### src/rtl/sias_pkg.sv
// Package for the sign-in anomaly scorer: constants, types and shared functions.
`default_nettype none

package sias_pkg;

   localparam int DEFAULT_WINDOW_DEPTH = 16;
   localparam int DEFAULT_FAIL_LIMIT   = 5;
   localparam int QUEUE_DEPTH          = 2;
   localparam int DIV_STEPS            = 16;

   localparam logic [15:0] Q_ONE           = 16'd65535;
   localparam logic [15:0] THRESHOLD_RESET = 16'd32768;
   localparam logic [31:0] RECENT_SPAN_MS  = 32'd60000;
   localparam logic [7:0]  QUIET_COUNT     = 8'd5;
   localparam logic [7:0]  FAIL_CAP        = 8'd255;
   localparam logic [15:0] FREQ_STEP       = 16'd13107;

   // Reciprocals: floor(x / 10) for x below 2^18 and floor(x / 5) for x below 2^19.
   localparam logic [17:0] TENTH_RECIP = 18'd209716;
   localparam int          TENTH_SHIFT = 21;
   localparam logic [18:0] FIFTH_RECIP = 19'd419431;
   localparam int          FIFTH_SHIFT = 21;

   typedef struct packed {
      logic [15:0] match_score;
      logic [31:0] time_ms;
      logic [15:0] failure_part;
   } sias_item_type;

   typedef enum logic [2:0] {
      ST_IDLE,
      ST_LOAD,
      ST_RUN,
      ST_SUM,
      ST_MUL,
      ST_OUT
   } sias_state_type;

   // Lower end of the proximity ramp: floor(3 * threshold / 10).
   function automatic logic [15:0] ramp_low(input logic [15:0] thr);
      logic [17:0] thr3;
      logic [36:0] prod;
      thr3 = {2'b00, thr} + {1'b0, thr, 1'b0};
      prod = {19'd0, thr3} * {19'd0, TENTH_RECIP};
      return prod[TENTH_SHIFT+15:TENTH_SHIFT];
   endfunction

endpackage

`default_nettype wire

### src/rtl/sias_if.sv
// Request and response channel interfaces of the sign-in anomaly scorer.
`default_nettype none

interface sias_req_if;
   logic        valid;
   logic        ready;
   logic [15:0] match_score;
   logic        succeeded;
   logic [31:0] time_ms;

   modport source (output valid, output match_score, output succeeded, output time_ms,
                   input ready);
   modport sink (input valid, input match_score, input succeeded, input time_ms,
                 output ready);
endinterface

interface sias_rsp_if;
   logic        valid;
   logic        ready;
   logic [15:0] anomaly_score;
   logic [15:0] failure_part;
   logic [15:0] proximity_part;
   logic [15:0] frequency_part;

   modport source (output valid, output anomaly_score, output failure_part,
                   output proximity_part, output frequency_part, input ready);
   modport sink (input valid, input anomaly_score, input failure_part,
                 input proximity_part, input frequency_part, output ready);
endinterface

`default_nettype wire

### src/rtl/sias_front.sv
// Front end: accepts requests, tracks the failure run and forms the failure score.
`default_nettype none

module sias_front
   import sias_pkg::*;
#(
   parameter int FAIL_LIMIT = DEFAULT_FAIL_LIMIT
) (
   input  wire logic   clock,
   input  wire logic   reset,
   sias_req_if.sink    req,
   output logic        push_valid,
   input  wire logic   push_ready,
   output sias_item_type push_item
);

   localparam logic [7:0]  LIMIT     = 8'(FAIL_LIMIT);
   localparam logic [15:0] STEP_QUOT = 16'(65535 / FAIL_LIMIT);
   localparam logic [8:0]  STEP_REM  = 9'(65535 % FAIL_LIMIT);

   logic [7:0]  fail_run_ff, fail_run_in;
   logic [15:0] fail_quot_ff, fail_quot_in;
   logic [7:0]  fail_rem_ff, fail_rem_in;
   logic [8:0]  rem_sum;
   logic        carry;
   logic [16:0] quot_sum;
   logic [15:0] failure_part;
   logic        accept;

   assign accept     = req.valid && push_ready;
   assign req.ready  = push_ready;
   assign push_valid = req.valid;

   // The quotient run_count * 65535 / FAIL_LIMIT is kept as quotient and remainder
   // and stepped by one count at a time.
   always_comb begin
      rem_sum  = {1'b0, fail_rem_ff} + STEP_REM;
      carry    = (rem_sum >= {1'b0, LIMIT});
      quot_sum = {1'b0, fail_quot_ff} + {1'b0, STEP_QUOT} + {16'd0, carry};

      fail_run_in  = fail_run_ff;
      fail_quot_in = fail_quot_ff;
      fail_rem_in  = fail_rem_ff;
      if (req.succeeded) begin
         fail_run_in  = '0;
         fail_quot_in = '0;
         fail_rem_in  = '0;
      end else if (fail_run_ff != FAIL_CAP) begin
         fail_run_in = fail_run_ff + 8'd1;
         if (fail_run_ff < LIMIT) begin
            fail_quot_in = quot_sum[15:0];
            fail_rem_in  = carry ? 8'(rem_sum - {1'b0, LIMIT}) : rem_sum[7:0];
         end
      end

      if (fail_run_in == 8'd0) begin
         failure_part = '0;
      end else if (fail_run_in >= LIMIT) begin
         failure_part = Q_ONE;
      end else begin
         failure_part = fail_quot_in;
      end
   end

   assign push_item.match_score  = req.match_score;
   assign push_item.time_ms      = req.time_ms;
   assign push_item.failure_part = failure_part;

   always_ff @(posedge clock) begin
      if (reset) begin
         fail_run_ff  <= '0;
         fail_quot_ff <= '0;
         fail_rem_ff  <= '0;
      end else if (accept) begin
         fail_run_ff  <= fail_run_in;
         fail_quot_ff <= fail_quot_in;
         fail_rem_ff  <= fail_rem_in;
      end
   end

endmodule

`default_nettype wire

### src/rtl/sias_queue.sv
// Short FIFO between the front end and the back end.
`default_nettype none

module sias_queue
   import sias_pkg::*;
(
   input  wire logic   clock,
   input  wire logic   reset,
   input  wire logic   push_valid,
   output logic        push_ready,
   input  wire sias_item_type push_item,
   output logic        pop_valid,
   input  wire logic   pop_ready,
   output sias_item_type pop_item
);

   localparam int PW = $clog2(QUEUE_DEPTH);
   localparam int CW = $clog2(QUEUE_DEPTH + 1);

   sias_item_type slots_ff [QUEUE_DEPTH];
   logic [PW-1:0] wr_ptr_ff, wr_ptr_in;
   logic [PW-1:0] rd_ptr_ff, rd_ptr_in;
   logic [CW-1:0] count_ff, count_in;
   logic          push, pop;

   assign push_ready = (count_ff != CW'(QUEUE_DEPTH));
   assign pop_valid  = (count_ff != '0);
   assign pop_item   = slots_ff[rd_ptr_ff];
   assign push       = push_valid && push_ready;
   assign pop        = pop_valid && pop_ready;

   always_comb begin
      wr_ptr_in = wr_ptr_ff;
      rd_ptr_in = rd_ptr_ff;
      count_in  = count_ff;
      if (push) begin
         wr_ptr_in = (wr_ptr_ff == PW'(QUEUE_DEPTH - 1)) ? '0 : wr_ptr_ff + PW'(1);
      end
      if (pop) begin
         rd_ptr_in = (rd_ptr_ff == PW'(QUEUE_DEPTH - 1)) ? '0 : rd_ptr_ff + PW'(1);
      end
      if (push && !pop) begin
         count_in = count_ff + CW'(1);
      end else if (pop && !push) begin
         count_in = count_ff - CW'(1);
      end
   end

   always_ff @(posedge clock) begin
      if (reset) begin
         wr_ptr_ff <= '0;
         rd_ptr_ff <= '0;
         count_ff  <= '0;
      end else begin
         wr_ptr_ff <= wr_ptr_in;
         rd_ptr_ff <= rd_ptr_in;
         count_ff  <= count_in;
      end
   end

   always_ff @(posedge clock) begin
      if (push) begin
         slots_ff[wr_ptr_ff] <= push_item;
      end
   end

endmodule

`default_nettype wire

### src/rtl/sias_div.sv
// Restoring divider, one quotient bit per cycle, for quotients known to fit in 16 bits.
`default_nettype none

module sias_div
   import sias_pkg::*;
(
   input  wire logic        clock,
   input  wire logic        reset,
   input  wire logic        start,
   input  wire logic [31:0] numer,
   input  wire logic [15:0] denom,
   output logic             busy,
   output logic [15:0]      quot
);

   logic [15:0] rem_ff, rem_in;
   logic [15:0] quot_ff, quot_in;
   logic [15:0] den_ff;
   logic [4:0]  step_ff, step_in;
   logic        busy_ff, busy_in;
   logic [17:0] trial;
   logic        fits;

   assign busy = busy_ff;
   assign quot = quot_ff;

   always_comb begin
      trial   = {1'b0, rem_ff, quot_ff[15]} - {2'b00, den_ff};
      fits    = !trial[17];
      rem_in  = fits ? trial[15:0] : {rem_ff[14:0], quot_ff[15]};
      quot_in = {quot_ff[14:0], fits};
      step_in = step_ff + 5'd1;
      busy_in = (step_in != 5'(DIV_STEPS));
   end

   always_ff @(posedge clock) begin
      if (reset) begin
         busy_ff <= 1'b0;
         step_ff <= '0;
      end else if (start) begin
         busy_ff <= 1'b1;
         step_ff <= '0;
      end else if (busy_ff) begin
         busy_ff <= busy_in;
         step_ff <= step_in;
      end
   end

   // The upper half of the numerator is below the divisor, so it seeds the remainder.
   always_ff @(posedge clock) begin
      if (start) begin
         rem_ff  <= numer[31:16];
         quot_ff <= numer[15:0];
         den_ff  <= denom;
      end else if (busy_ff) begin
         rem_ff  <= rem_in;
         quot_ff <= quot_in;
      end
   end

endmodule

`default_nettype wire

### src/rtl/sias_back.sv
// Back end: timestamp ring, recent-attempt count, proximity division and weighted sum.
`default_nettype none

module sias_back
   import sias_pkg::*;
#(
   parameter int WINDOW_DEPTH = DEFAULT_WINDOW_DEPTH
) (
   input  wire logic        clock,
   input  wire logic        reset,
   input  wire logic [15:0] threshold,
   input  wire logic [15:0] ramp_lo,
   input  wire logic        pop_valid,
   output logic             pop_ready,
   input  wire sias_item_type pop_item,
   sias_rsp_if.source       rsp
);

   localparam int AW = (WINDOW_DEPTH > 1) ? $clog2(WINDOW_DEPTH) : 1;
   localparam int FW = $clog2(WINDOW_DEPTH + 1);

   sias_state_type state_ff, state_in;

   logic [31:0] ring_mem [WINDOW_DEPTH];
   logic [31:0] rd_data_ff;
   logic [AW-1:0] slot_ff, slot_in;
   logic [FW-1:0] filled_ff, filled_in;
   logic [FW-1:0] rd_idx_ff;
   logic          rd_pend_ff;
   logic [FW-1:0] recent_ff;

   sias_item_type item_ff;
   logic          prox_zero_ff;
   logic [20:0]   wsum_ff;
   logic [15:0]   total_ff;
   logic [15:0]   prox_ff;
   logic [15:0]   freq_ff;

   logic        rsp_valid_ff;
   logic [15:0] rsp_total_ff, rsp_fail_ff, rsp_prox_ff, rsp_freq_ff;

   // Control strobes from the sequencer.
   logic take, do_load, do_run, do_sum, do_mul, out_load, rd_en, sweep_done, run_done;

   logic [15:0] diff;
   logic [15:0] denom;
   logic [31:0] numer;
   logic        div_busy;
   logic [15:0] div_quot;
   logic [31:0] age;
   logic [7:0]  recent_ext;
   logic [7:0]  over;
   logic [15:0] freq_part;
   logic [15:0] prox_part;
   logic [37:0] prod;

   sias_div u_div (
      .clock (clock),
      .reset (reset),
      .start (do_load),
      .numer (numer),
      .denom (denom),
      .busy  (div_busy),
      .quot  (div_quot)
   );

   // Ramp numerator (score - lo) * 65535 by shift and subtract.
   assign diff  = item_ff.match_score - ramp_lo;
   assign denom = threshold - ramp_lo;
   assign numer = {diff, 16'd0} - {16'd0, diff};

   assign sweep_done = (rd_idx_ff == filled_ff) && !rd_pend_ff;
   assign age        = item_ff.time_ms - rd_data_ff;

   // Next state.
   always_comb begin
      state_in = state_ff;
      case (state_ff)
         ST_IDLE: if (pop_valid) state_in = ST_LOAD;
         ST_LOAD: state_in = ST_RUN;
         ST_RUN:  if (!div_busy && sweep_done) state_in = ST_SUM;
         ST_SUM:  state_in = ST_MUL;
         ST_MUL:  state_in = ST_OUT;
         ST_OUT:  if (!rsp_valid_ff || rsp.ready) state_in = ST_IDLE;
         default: state_in = ST_IDLE;
      endcase
   end

   // Outputs of the sequencer.
   always_comb begin
      pop_ready = 1'b0;
      do_load   = 1'b0;
      do_run    = 1'b0;
      do_sum    = 1'b0;
      do_mul    = 1'b0;
      out_load  = 1'b0;
      case (state_ff)
         ST_IDLE: pop_ready = 1'b1;
         ST_LOAD: do_load   = 1'b1;
         ST_RUN:  do_run    = 1'b1;
         ST_SUM:  do_sum    = 1'b1;
         ST_MUL:  do_mul    = 1'b1;
         ST_OUT:  out_load  = !rsp_valid_ff || rsp.ready;
         default: pop_ready = 1'b0;
      endcase
   end

   assign take     = pop_ready && pop_valid;
   assign rd_en    = do_run && (rd_idx_ff != filled_ff);
   assign run_done = do_run && !div_busy && sweep_done;

   always_comb begin
      slot_in   = (slot_ff == AW'(WINDOW_DEPTH - 1)) ? '0 : slot_ff + AW'(1);
      filled_in = (filled_ff == FW'(WINDOW_DEPTH)) ? filled_ff : filled_ff + FW'(1);
   end

   // Frequency score: at most four steps above the normal count before saturation.
   always_comb begin
      recent_ext = 8'(recent_ff);
      over       = recent_ext - QUIET_COUNT;
      if (recent_ext <= QUIET_COUNT) begin
         freq_part = '0;
      end else begin
         case (over)
            8'd1:    freq_part = FREQ_STEP;
            8'd2:    freq_part = 16'(2 * FREQ_STEP);
            8'd3:    freq_part = 16'(3 * FREQ_STEP);
            8'd4:    freq_part = 16'(4 * FREQ_STEP);
            default: freq_part = Q_ONE;
         endcase
      end
      prox_part = prox_zero_ff ? 16'd0 : div_quot;
      prod      = {19'd0, wsum_ff[20:2]} * {19'd0, FIFTH_RECIP};
   end

   always_ff @(posedge clock) begin
      if (reset) begin
         state_ff     <= ST_IDLE;
         slot_ff      <= '0;
         filled_ff    <= '0;
         rd_idx_ff    <= '0;
         rd_pend_ff   <= 1'b0;
         recent_ff    <= '0;
         rsp_valid_ff <= 1'b0;
      end else begin
         state_ff <= state_in;
         if (do_load) begin
            slot_ff    <= slot_in;
            filled_ff  <= filled_in;
            rd_idx_ff  <= '0;
            rd_pend_ff <= 1'b0;
            recent_ff  <= '0;
         end else if (do_run) begin
            rd_pend_ff <= rd_en;
            if (rd_en) begin
               rd_idx_ff <= rd_idx_ff + FW'(1);
            end
            if (rd_pend_ff && (age < RECENT_SPAN_MS)) begin
               recent_ff <= recent_ff + FW'(1);
            end
         end
         if (out_load) begin
            rsp_valid_ff <= 1'b1;
         end else if (rsp.ready) begin
            rsp_valid_ff <= 1'b0;
         end
      end
   end

   always_ff @(posedge clock) begin
      if (do_load) begin
         ring_mem[slot_ff] <= item_ff.time_ms;
      end
      if (rd_en) begin
         rd_data_ff <= ring_mem[rd_idx_ff[AW-1:0]];
      end
   end

   always_ff @(posedge clock) begin
      if (take) begin
         item_ff <= pop_item;
      end
      if (do_load) begin
         prox_zero_ff <= (item_ff.match_score < ramp_lo) || (item_ff.match_score >= threshold);
      end
      // Weighted sum 40F + 35P + 25Q is five times 8F + 7P + 5Q; the total is that over 20.
      if (do_sum) begin
         prox_ff <= prox_part;
         freq_ff <= freq_part;
         wsum_ff <= {2'b00, item_ff.failure_part, 3'b000}
                  + {2'b00, prox_part, 3'b000} - {5'd0, prox_part}
                  + {3'b000, freq_part, 2'b00} + {5'd0, freq_part};
      end
      if (do_mul) begin
         total_ff <= prod[FIFTH_SHIFT+15:FIFTH_SHIFT];
      end
      if (out_load) begin
         rsp_total_ff <= total_ff;
         rsp_fail_ff  <= item_ff.failure_part;
         rsp_prox_ff  <= prox_ff;
         rsp_freq_ff  <= freq_ff;
      end
   end

   assign rsp.valid          = rsp_valid_ff;
   assign rsp.anomaly_score  = rsp_total_ff;
   assign rsp.failure_part   = rsp_fail_ff;
   assign rsp.proximity_part = rsp_prox_ff;
   assign rsp.frequency_part = rsp_freq_ff;

   a_sweep_in_range: assert property (@(posedge clock) disable iff (reset)
      rd_en |-> (rd_idx_ff < filled_ff))
      else $error("ring read beyond the written entries");

   a_count_bounded: assert property (@(posedge clock) disable iff (reset)
      (recent_ff <= filled_ff) && (filled_ff <= FW'(WINDOW_DEPTH)))
      else $error("recent count exceeds the filled entries");

   a_run_exit: assert property (@(posedge clock) disable iff (reset)
      run_done |=> (state_ff == ST_SUM))
      else $error("sequencer did not leave the run phase when work was done");

   a_div_in_run: assert property (@(posedge clock) disable iff (reset)
      div_busy |-> (state_ff == ST_RUN))
      else $error("divider busy outside the run phase");

endmodule

`default_nettype wire

### src/rtl/sign_in_anomaly_scorer.sv
// Sign-in anomaly scorer: one request per sign-in attempt gives one response of four scores.
//
// The request channel carries a match score, a success flag and a millisecond
// timestamp; the response channel carries the weighted anomaly score and its failure,
// proximity and frequency parts, all Q0.16. Both are valid/ready handshakes.
// The user must write the threshold register through csr_we/csr_wdata only while the
// block is idle; the block itself does not enforce this. The front end takes a request
// and queues it (two entries); the back end handles one request at a time. In the back
// end the filled entries of the timestamp ring (at most WINDOW_DEPTH) are scanned
// through one read port, one entry a cycle, while the bit-serial divider forms the
// proximity ramp.
// Reset clears the failure run, the ring fill and the queue and sets the threshold
// to 32768; the ring entries themselves are not cleared. A stalled response waits in
// the output register while the next request is already being worked on; requests
// back up into the queue and then stall the request channel.
`default_nettype none

module sign_in_anomaly_scorer
   import sias_pkg::*;
#(
   parameter int WINDOW_DEPTH = DEFAULT_WINDOW_DEPTH,
   parameter int FAIL_LIMIT   = DEFAULT_FAIL_LIMIT
) (
   input  wire logic        clock,
   input  wire logic        reset,
   input  wire logic        csr_we,
   input  wire logic [15:0] csr_wdata,
   sias_req_if.sink         req_chan,
   sias_rsp_if.source       rsp_chan
);

   logic [15:0] threshold_ff;
   logic [15:0] ramp_lo_ff;

   logic          push_valid, push_ready;
   sias_item_type push_item;
   logic          pop_valid, pop_ready;
   sias_item_type pop_item;

   // The ramp's lower end is precomputed on each write.
   always_ff @(posedge clock) begin
      if (reset) begin
         threshold_ff <= THRESHOLD_RESET;
         ramp_lo_ff   <= ramp_low(THRESHOLD_RESET);
      end else if (csr_we) begin
         threshold_ff <= csr_wdata;
         ramp_lo_ff   <= ramp_low(csr_wdata);
      end
   end

   sias_front #(
      .FAIL_LIMIT (FAIL_LIMIT)
   ) u_front (
      .clock      (clock),
      .reset      (reset),
      .req        (req_chan),
      .push_valid (push_valid),
      .push_ready (push_ready),
      .push_item  (push_item)
   );

   sias_queue u_queue (
      .clock      (clock),
      .reset      (reset),
      .push_valid (push_valid),
      .push_ready (push_ready),
      .push_item  (push_item),
      .pop_valid  (pop_valid),
      .pop_ready  (pop_ready),
      .pop_item   (pop_item)
   );

   sias_back #(
      .WINDOW_DEPTH (WINDOW_DEPTH)
   ) u_back (
      .clock     (clock),
      .reset     (reset),
      .threshold (threshold_ff),
      .ramp_lo   (ramp_lo_ff),
      .pop_valid (pop_valid),
      .pop_ready (pop_ready),
      .pop_item  (pop_item),
      .rsp       (rsp_chan)
   );

endmodule

`default_nettype wire

### src/flat_wrapper.sv
// flat-port wrapper written by rule: the top's interface ports become plain ports
module sign_in_anomaly_scorer_flat import sias_pkg::*;
#(
   parameter int WINDOW_DEPTH = DEFAULT_WINDOW_DEPTH,
   parameter int FAIL_LIMIT   = DEFAULT_FAIL_LIMIT
)
  (clock, reset, csr_we, csr_wdata, req_chan_valid, req_chan_match_score, req_chan_succeeded, req_chan_time_ms, req_chan_ready, rsp_chan_valid, rsp_chan_anomaly_score, rsp_chan_failure_part, rsp_chan_proximity_part, rsp_chan_frequency_part, rsp_chan_ready);
  sias_req_if req_chan_i ();
  sias_rsp_if rsp_chan_i ();
  input  wire logic clock;
  input  wire logic reset;
  input  wire logic csr_we;
  input  wire logic [15:0] csr_wdata;
  input wire logic [$bits(req_chan_i.valid)-1:0] req_chan_valid;
  input wire logic [$bits(req_chan_i.match_score)-1:0] req_chan_match_score;
  input wire logic [$bits(req_chan_i.succeeded)-1:0] req_chan_succeeded;
  input wire logic [$bits(req_chan_i.time_ms)-1:0] req_chan_time_ms;
  output wire logic [$bits(req_chan_i.ready)-1:0] req_chan_ready;
  output wire logic [$bits(rsp_chan_i.valid)-1:0] rsp_chan_valid;
  output wire logic [$bits(rsp_chan_i.anomaly_score)-1:0] rsp_chan_anomaly_score;
  output wire logic [$bits(rsp_chan_i.failure_part)-1:0] rsp_chan_failure_part;
  output wire logic [$bits(rsp_chan_i.proximity_part)-1:0] rsp_chan_proximity_part;
  output wire logic [$bits(rsp_chan_i.frequency_part)-1:0] rsp_chan_frequency_part;
  input wire logic [$bits(rsp_chan_i.ready)-1:0] rsp_chan_ready;
  assign req_chan_i.valid = req_chan_valid;
  assign req_chan_i.match_score = req_chan_match_score;
  assign req_chan_i.succeeded = req_chan_succeeded;
  assign req_chan_i.time_ms = req_chan_time_ms;
  assign req_chan_ready = req_chan_i.ready;
  assign rsp_chan_valid = rsp_chan_i.valid;
  assign rsp_chan_anomaly_score = rsp_chan_i.anomaly_score;
  assign rsp_chan_failure_part = rsp_chan_i.failure_part;
  assign rsp_chan_proximity_part = rsp_chan_i.proximity_part;
  assign rsp_chan_frequency_part = rsp_chan_i.frequency_part;
  assign rsp_chan_i.ready = rsp_chan_ready;
  sign_in_anomaly_scorer #(.WINDOW_DEPTH(WINDOW_DEPTH), .FAIL_LIMIT(FAIL_LIMIT)) u_core (.clock(clock), .reset(reset), .csr_we(csr_we), .csr_wdata(csr_wdata), .req_chan(req_chan_i), .rsp_chan(rsp_chan_i));
endmodule
### config.mk
export PLATFORM = sky130hd
export DESIGN_NAME = sign_in_anomaly_scorer_flat
export DESIGN_NICKNAME = d
export VERILOG_FILES = /design/src/rtl/sias_pkg.sv /design/src/rtl/sias_if.sv /design/src/rtl/sias_front.sv /design/src/rtl/sias_queue.sv /design/src/rtl/sias_div.sv /design/src/rtl/sias_back.sv /design/src/rtl/sign_in_anomaly_scorer.sv /design/src/flat_wrapper.sv
export SDC_FILE = /design/constraint.sdc
export NUM_CORES = 2
export LEC_CHECK = 0
export ABC_AREA = 1
export BUFFER_PORTS_ARGS = -buffer_cell sky130_fd_sc_hd__buf_2
export CAP_MARGIN = 25
export CORE_MARGIN = 3
export CORE_UTILIZATION = 46
export CTS_CLUSTER_DIAMETER = 60
export DETAILED_ROUTE_END_ITERATION = 16
export SLEW_MARGIN = 20
export SYNTH_ARGS = -nofsm -noshare
export SYNTH_HDL_FRONTEND = slang
export SYNTH_SLANG_ARGS = --single-unit
### constraint.sdc
create_clock -name clock -period 7.1 [get_ports clock]
set_input_delay 1.42 -clock clock [delete_from_list [all_inputs] [get_ports clock]]
set_output_delay 1.42 -clock clock [all_outputs]
set_load 0.005 [all_outputs]
==> metrics.md <==
| Metric | Value |
|---|---|
| First-pass iteration count of the detailed router | `5` |
| GR Util met2 | `0.377` |
| Worst-path clk slew | `60 ps` |
| Worst EP arrival | `7330 ps` |
| Slew Limit Fails | `0` |
| Synthesis-stage register bit count | `989` |
| Layout Nets | `6716` |
| Most common cell on crit path | `inv_1` |
| IO buf count | `135` |
| Grt peak-use layer | `met2` |
| Cells on worst reg2reg path | `28` |
| Die area | `130000 um2` |
| Post-synth EDFFs | `892` |
| Slowest cell on the critical path | `fa_1` |
| Met3 GRT Util | `0.0337` |
| DR DRC count | `0` |
| Cell family with most CP delay | `adder cells` |
| Distinct cells, synth | `59` |
| F_max | `0.149 GHz` |
| Syn Area/Cell | `10.3 um2` |
| Area delta synth->final | `13.9%` |
| Largest net degree at the start of global routing | `83` |
| Worst-path maximum fanout | `3` |
| Synth warn | `0` |
| CTS tree | `yes` |
| Height of the die | `360 um` |
| Crit. End Element | `flip-flop` |
| Share of cells above drive strength 1 | `0.112` |
| First-pass GRT wire length | `232000 um` |
| Worst slew margin | `0.284` |
| Die X | `360 um` |
| Synth area leader | `edfxtp_1` |
| Finish-stage setup viols | `0` |
| Sequential share of the synthesized area | `0.498` |
| Clk sink count | `989` |
| Dpl ws | `-554 ps` |
| Post-Syn Instances | `5618` |
| Clk root buf | `clkbuf_16` |
| Critical path required time | `7720 ps` |
| Fin crit share | `0.946` |
| Vias in the first global route | `40100` |
| Critical Path Stages | `34` |
| Mapped cell area | `57700 um2` |
| H-tree levels | `3` |
| WL per Instance | `19.6 um` |
| Commonest cells after routing, fill and taps aside | `937 x nand2_1, 921 x inv_1, 892 x edfxtp_1` |
| Grt met1 use | `0.320` |
| Post-Route WL | `150000 um` |
| Via density | `5.26` |
| CTS buffer count | `110` |
| DP HPWL | `102000 um` |
| Worst-Margin Slew | `1070 ps` |
| Setup crit start kind | `input pin` |
| Min Tclk post-route | `6710 ps` |
| Max_cap viols | `0` |
| Via count | `40400` |
| Clock buffer depth | `3` |
| Worst hold path class | `reg2reg` |
| Antenna violations before repair | `4` |
| Most used DFF post-synth | `edfxtp_1` |
| Share of synthesized flip-flops with an asynchronous set or reset | `0` |
| Clock Skews | `47.0 ps` |
| Commonest non-fill, non-tap cell in the layout | `nand2_1` |
| Post-synth top area share | `0.464` |
| GRT Util Overall | `0.230` |
| # rows | `129` |
| Synth top area cells | `edfxtp_1 46%, ha_1 9.8%, fa_1 9.1%` |
| # hold bufs at CTS | `0` |
| Post-Syn Nets | `6400` |
| Hold Violations, Final | `0` |
| ANT nets after route | `0` |
| Hold depth | `0` |
| Clk_lat worst skew | `750 ps` |
| PnR worst setup slack | `387 ps` |
| CP Buf/Inv Count | `9` |
| DR iter-0 viols | `3196` |
| RSZ-0062 raised after global routing | `false` |
| Status | `finished, final reports clean` |
| Setup CP Type | `in2reg` |
| I/O pin cnt | `136` |
| Slowest stage delay, CP | `520 ps` |
| GRT Residual Overflow | `0` |
| Core ar. | `124000 um2` |
| GP Congestion | `0.879` |
| Starting Density | `0.465` |
worst paths after layout:
| check | start | endpoint | slack (ps) |
|---|---|---|---|
| max | csr_wdata[5] | u_core.ramp_lo_ff[8] | 390 |
| min | u_core.u_back.prox_ff[12] | u_core.u_back.rsp.proximity_part[12] | 410 |
| max reg2reg | u_core.u_back.recent_ff[0] | u_core.u_back.wsum_ff[19] | 720 |
| min reg2reg | u_core.u_back.prox_ff[12] | u_core.u_back.rsp.proximity_part[12] | 410 |
Yosys cell counts (5+ instances only):
cell type	n
a211oi_1	13
a21boi_0	5
a21o_1	10
a21oi_1	421
a31oi_1	10
buf_4	12
clkbuf_1	144
dfxtp_1	97
edfxtp_1	892
fa_1	261
ha_1	451
inv_1	935
nand2_1	950
nand3_1	118
nand3_2	5
nand3b_1	7
nand4_1	38
nor2_1	381
nor3_1	42
o211ai_1	16
o21a_1	11
o21ai_0	403
o21ai_1	16
o21bai_1	22
o221ai_1	67
o22ai_1	71
o31ai_1	5
or2_2	6
xnor2_1	46
xor2_1	104
layout make-up:
type / instances / area, um2
fillers: 11000 / 58400
flip-flops and latches: 989 / 28700
multi-input cells: 3524 / 25400
inverters: 942 / 3540
clock buffers: 128 / 2830
repair buffers: 367 / 2440
well taps: 1637 / 2050
clock inverters: 76 / 739
diodes: 2 / 5.00
per-layer routing:
metal | wire length [um] | vias to the layer above
met2 | 69800 | 1127
met3 | 8870 | 226
met5 | 27 | -
li1 | - | 19500
met4 | 3880 | 4
met1 | 67200 | 19500
through the flow:
| step | util | hold slack (ps) | TNS (ps) | std cells | instance area [um2] |
|---|---|---|---|---|---|
| floorplan | - | 400 | -2.89 | 5618 | 58000 |
| global placement | 0.499 | 401 | -4520 | 7454 | 61900 |
| detailed placement | 0.499 | 406 | -6220 | 7454 | 61900 |
| CTS | 0.528 | 412 | 0 | 7658 | 65500 |
| global route | 0.529 | 412 | 0 | 7663 | 65700 |
| finish | 0.530 | 413 | 0 | 7665 | 65700 |
flip-flops by register name (all words and copies together) (netlist names), 15 cells and up:
signal,flops
u_core.u_back.rd_data_ff,32
u_core.u_back.ring_mem,512
u_core.u_back.rsp.proximity_part,16
u_core.threshold_ff,16
u_core.u_back.rsp.anomaly_score,16
u_core.u_back.prox_ff,16
u_core.u_back.item_ff,64
u_core.u_back.wsum_ff,19
u_core.u_back.rsp.failure_part,16
u_core.u_back.total_ff,16
u_core.u_back.u_div.den_ff,16
u_core.u_front.fail_quot_ff,16
u_core.u_queue.slots_ff,128
u_core.u_back.u_div.rem_ff,16
u_core.u_back.u_div.quot,16
u_core.ramp_lo_ff,15
cell families after synthesis:
group | count (synthesis) | share of synthesized area
mux | 1 | 0.000173
compound gates | 1084 | 0.105
buf+inv | 1105 | 0.0727
simple gates | 1570 | 0.110
xor+xnor | 157 | 0.0255
flops | 989 | 0.498
fa+ha+maj | 712 | 0.188
timing repair:
item / in CTS / in global routing
resized for setup: 0 / 28
setup buffers: 0 / 5
setup endpoints to repair: 0 / 9
Power is not shown: default switching activity piles up to over one toggle a cycle in this logic, so the estimate is an artifact.
